File: src/design/pfdbs_sqrt.sv
// ----------------------------------------------------------------------------
// Pipelined integer square root
// Floor square root, one root bit per stage, side tag.
// ----------------------------------------------------------------------------
module pfdbs_sqrt #(
	parameter int ROOT_W = 32,
	parameter int TAG_W  = 1
) (
	input  logic                clk,
	input  logic                arst_n,
	input  logic                in_valid,
	input  logic [2*ROOT_W-1:0] rad,
	input  logic [TAG_W-1:0]    tag_in,
	output logic                out_valid,
	output logic [ROOT_W-1:0]   root,
	output logic [TAG_W-1:0]    tag_out
);

	localparam int RAD_W = 2 * ROOT_W;
	localparam int REM_W = ROOT_W + 2;

	logic              vld_s  [ROOT_W];
	logic [REM_W-1:0]  rem_s  [ROOT_W];
	logic [ROOT_W-1:0] rt_s   [ROOT_W];
	logic [RAD_W-1:0]  nw_s   [ROOT_W];
	logic [TAG_W-1:0]  tag_s  [ROOT_W];

	for (genvar k = 0; k < ROOT_W; k++) begin : g_stage
		logic              vld_p;
		logic [REM_W-1:0]  rem_p;
		logic [ROOT_W-1:0] rt_p;
		logic [RAD_W-1:0]  nw_p;
		logic [TAG_W-1:0]  tag_p;
		logic [REM_W+1:0]  sh;
		logic [REM_W+1:0]  trial;
		logic              ge;

		if (k == 0) begin : g_first
			assign vld_p = in_valid;
			assign rem_p = '0;
			assign rt_p  = '0;
			assign nw_p  = rad;
			assign tag_p = tag_in;
		end else begin : g_next
			assign vld_p = vld_s[k-1];
			assign rem_p = rem_s[k-1];
			assign rt_p  = rt_s[k-1];
			assign nw_p  = nw_s[k-1];
			assign tag_p = tag_s[k-1];
		end

		assign sh    = {rem_p, nw_p[RAD_W-1 -: 2]};
		assign trial = {2'b00, rt_p, 2'b01};
		assign ge    = (sh >= trial);

		always_ff @(posedge clk or negedge arst_n) begin
			if (!arst_n) begin
				vld_s[k] <= 1'b0;
			end else begin
				vld_s[k] <= vld_p;
			end
		end

		always_ff @(posedge clk) begin
			rem_s[k] <= ge ? REM_W'(sh - trial) : sh[REM_W-1:0];
			rt_s[k]  <= {rt_p[ROOT_W-2:0], ge};
			nw_s[k]  <= {nw_p[RAD_W-3:0], 2'b00};
			tag_s[k] <= tag_p;
		end
	end

	assign out_valid = vld_s[ROOT_W-1];
	assign root      = rt_s[ROOT_W-1];
	assign tag_out   = tag_s[ROOT_W-1];

endmodule

File: config.mk
export PLATFORM = sky130hd
export DESIGN_NAME = pfdbs_sqrt
export DESIGN_NICKNAME = d
export VERILOG_FILES = /design/src/design/pfdbs_sqrt.sv
export SDC_FILE = /design/constraint.sdc
export NUM_CORES = 2
export LEC_CHECK = 0
export BUFFER_PORTS_ARGS = -buffer_cell sky130_fd_sc_hd__buf_2
export CAP_MARGIN = 20
export CORE_ASPECT_RATIO = 0.5
export CORE_MARGIN = 4
export CORE_UTILIZATION = 55
export CTS_CLUSTER_DIAMETER = 40
export DETAILED_ROUTE_END_ITERATION = 10
export PLACE_DENSITY = 0.83
export SYNTH_ARGS = -nofsm -noshare
export SYNTH_HDL_FRONTEND = slang
export SYNTH_MEMORY_MAX_BITS = 65536
export SYNTH_SLANG_ARGS = --single-unit
File: constraint.sdc
create_clock -name clk -period 8 [get_ports clk]
set_input_delay 0.4 -clock clk [delete_from_list [all_inputs] [get_ports clk]]
set_output_delay 0.4 -clock clk [all_outputs]
set_load 0.05 [all_outputs]
==> flow_summary.ini <==
[status]
status = finished with violations
failed_checks = design-rule violations

[sta]
drv_slew = 0
skew_ps = 46.20
slew_headroom_pct = 35.26
setup-tns-final_ps = 0
fin_crit_sh_pct = 48.20
fmax_mhz = 259.3
setup_viol = 0
grt_setup_unrepaired = false
min_period_ps = 3856
finalHoldViolations = 0
worst_pin_slew_ps = 971.1

[power]
power.density_nw_per_um2 = 312.0
ir_drop_uv = 191.3
p_leak_nw = 49.04
finalPower_mw = 32.81

[floorplanning]
die_w_um = 592.8
initial_utilization_pct = 55.83
dieArea_um2 = 178100
die_y_um = 300.4
coreArea_um2 = 168400
ios = 102
rows = 106

[global_routing]
grt_max_degree = 66
gr-total-overflow = 0
grtUsageMet2_pct = 36.19
antenna_found_initial = 1
grt.total_usage_pct = 20.12
first_global_vias = 62090
grt_util_met1_pct = 23.69
grt-busiest-layer = met2
grt_use_met3_pct = 3.237
grt_pass1_wl_um = 300100

[min_path]
holdPathStages = 2
hold_class = primary input to flop
hp-start = rad[6]

[logic_synthesis]
ys_seq_area_share_pct = 55.24
synth_edf_count = 0
async_reset_ff_share_pct = 1.237
synthCells = 9189
syn_area_per_cell_um2 = 10.23
synth_seq_cells = 2587
synth_top_flop_cell = dfxtp_1
ys_warn_count = 0
ys_types = 102
syn-num-nets = 9819
synth_area_um2 = 94040

[setup_path]
criticalPathCategory = flop to flop
worstSetupStartpointType = flop
r2r-start = rem_s[0][318]
crit_path_max_fanout = 21
cp-startpoint = rem_s[0][318]
arrival_ps = 4630
cp.required_ps = 8770
rr_worst_depth = 10
crit_path_end_kind = flop

[routing]
dr.pass1.iters = 9
vias = 63070
routed_wl_um = 183000
ant_nets = 0
routedWlPerCell_um = 15.41
drc = 1
drt-vias-per-instance = 5.311
first_iter_violations = 3670

[flow_run]
cap_violations = 0

[placement]
dpl.hpwl_um = 133600
dpl_cell_area_um2 = 96980
place.port_buffers = 101
place_congestion = 0.9455
place_inst = 11410

[clocking]
cts_buffers = 222
cts_htree_levels = 4
cts_root_buf = clkbuf_16
cts.path.max_buffers = 4
clk_pin_slew_ps = 70
clock-sinks = 2587
clock_latency_ps = 850
cts_tree = built

[cells_and_area]
drive_gt1_share_pct = 7.005
syn2layout_area_growth_pct = 11.84
instances_no_fill = 11880
final_nets = 10060
fin_area_um2 = 105200
diodes = 0
-- repair_timing --
action                    4_1_cts  5_1_grt
setup buffers                   0        0
hold endpoints to repair       99        0
gates resized for setup         0        0
hold buffers                   68        0
-- kinds of logic after synthesis --
family	after synthesis	share of synthesized area, %
flops	2587	55.24
simple gates	2363	12.45
compound gates	1829	12.07
buf+inv	888	3.574
other cells	1	0.003988
xor+xnor	859	8.000
mux	100	1.183
fa+ha+maj	562	7.477
-- where the power goes --
part | total (mW) | switching [mW] | leakage [nW] | internal [mW]
Clock | 10.9 | 4.68 | 3.67 | 6.19
Combinational | 5.44 | 2.98 | 23.6 | 2.45
Sequential | 16.5 | 1.52 | 21.8 | 15.0
Total | 32.8 | 9.19 | 49.0 | 23.6
-- final cells by class --
class	count	area, µm²
clock buffers	308	6434
clock inverters	92	1055
fillers	13340	63260
inverters	711	2669
multi-input cells	5714	38840
flip-flops and latches	2587	51950
well taps	2268	2838
repair buffers	196	1391
-- Yosys cell counts, types with 10 or more instances --
| library cell | n | area share (%) |
|---|---|---|
| and4_1 | 15 | 0.14 |
| a211oi_1 | 45 | 0.36 |
| nor2b_1 | 84 | 0.56 |
| mux2i_1 | 11 | 0.12 |
| nand3_1 | 146 | 0.78 |
| inv_1 | 706 | 2.8 |
| and3_1 | 58 | 0.39 |
| nand2_1 | 590 | 2.4 |
| o41ai_1 | 12 | 0.11 |
| clkbuf_1 | 154 | 0.61 |
| xor2_1 | 389 | 3.6 |
| nor4_1 | 99 | 0.66 |
| a21oi_1 | 613 | 3.3 |
| xnor2_1 | 470 | 4.4 |
| and2_1 | 35 | 0.23 |
| nand4_1 | 93 | 0.62 |
| o21ai_0 | 435 | 2.3 |
| nand3b_1 | 32 | 0.26 |
| a221oi_1 | 10 | 0.093 |
| a211o_1 | 29 | 0.27 |
| ha_1 | 562 | 7.5 |
| o21a_1 | 91 | 0.73 |
| buf_1 | 13 | 0.052 |
| a31oi_1 | 67 | 0.45 |
| a2111oi_0 | 18 | 0.17 |
| nor4b_1 | 18 | 0.17 |
| or4_1 | 63 | 0.50 |
| dfrtp_1 | 32 | 0.85 |
| or2_2 | 42 | 0.28 |
| o21bai_1 | 58 | 0.46 |
| or3_1 | 91 | 0.61 |
| nor2_1 | 619 | 2.5 |
| nand2b_1 | 102 | 0.68 |
| nor3_1 | 207 | 1.1 |
| mux2_2 | 88 | 1.1 |
| o2111ai_1 | 17 | 0.16 |
| o211ai_1 | 40 | 0.32 |
| nand4b_1 | 15 | 0.14 |
| nor3b_1 | 18 | 0.14 |
| a21o_1 | 215 | 1.7 |
| o31ai_1 | 46 | 0.37 |
| dfxtp_1 | 2555 | 54 |
-- critical path, cell delays in order (launching register included) --
cell and delay (ps):
dfxtp_1 330, or4_4 550, or4_4 440, or4b_4 540, or4_4 540, nor2_2 670
inv_2 150, o31a_4 190, nor2b_4 170, nand2b_2 70, xnor2_1 120
-- worst paths after layout --
path                                           to  slack, ps
worst max-delay path                rem_s[0][367]       4140
worst min-delay path                   nw_s[0][6]        170
worst max register to register      rem_s[0][367]       4140
worst min register to register       nw_s[1][229]        280
max in group asynchronous       g_stage[20].vld_p       7340
min in group asynchronous       g_stage[21].vld_p        180
-- state kept, by name (all words and copies together) (netlist names) --
signal and cells:
out_valid 1, rem_s 1003, g_stage.vld_p 31, nw_s 992, tag_s 32, rt_s 528
-- layer usage --
layer  wire length (µm)  share of wire [%]
met2              89830                 49
met1              77200                 42
met5                 13             0.0071
met3               8039                4.4
met4               7913                4.3
-- layout by cell type (no fill, tap or decap), drive strengths merged, types with 208 or more instances in the layout --
cell	count
dfxtp	2555
inv	718
nor2	621
a21oi	614
nand2	593
ha	562
xnor2	470
o21ai	440
xor2	389
clkbuf	310
a21o	215
nor3	208
-- through the flow --
step	setup WS (ps)	hold slack (ps)	utilization, %
finish	4144	165.4	62.44
global route	3984	118.1	62.44
CTS	4148	81.89	62.43
detailed placement	4163	312.1	57.58
global placement	4229	309.5	57.57
floorplan	4867	104.4	-
Power figures use the tool's default switching activity.
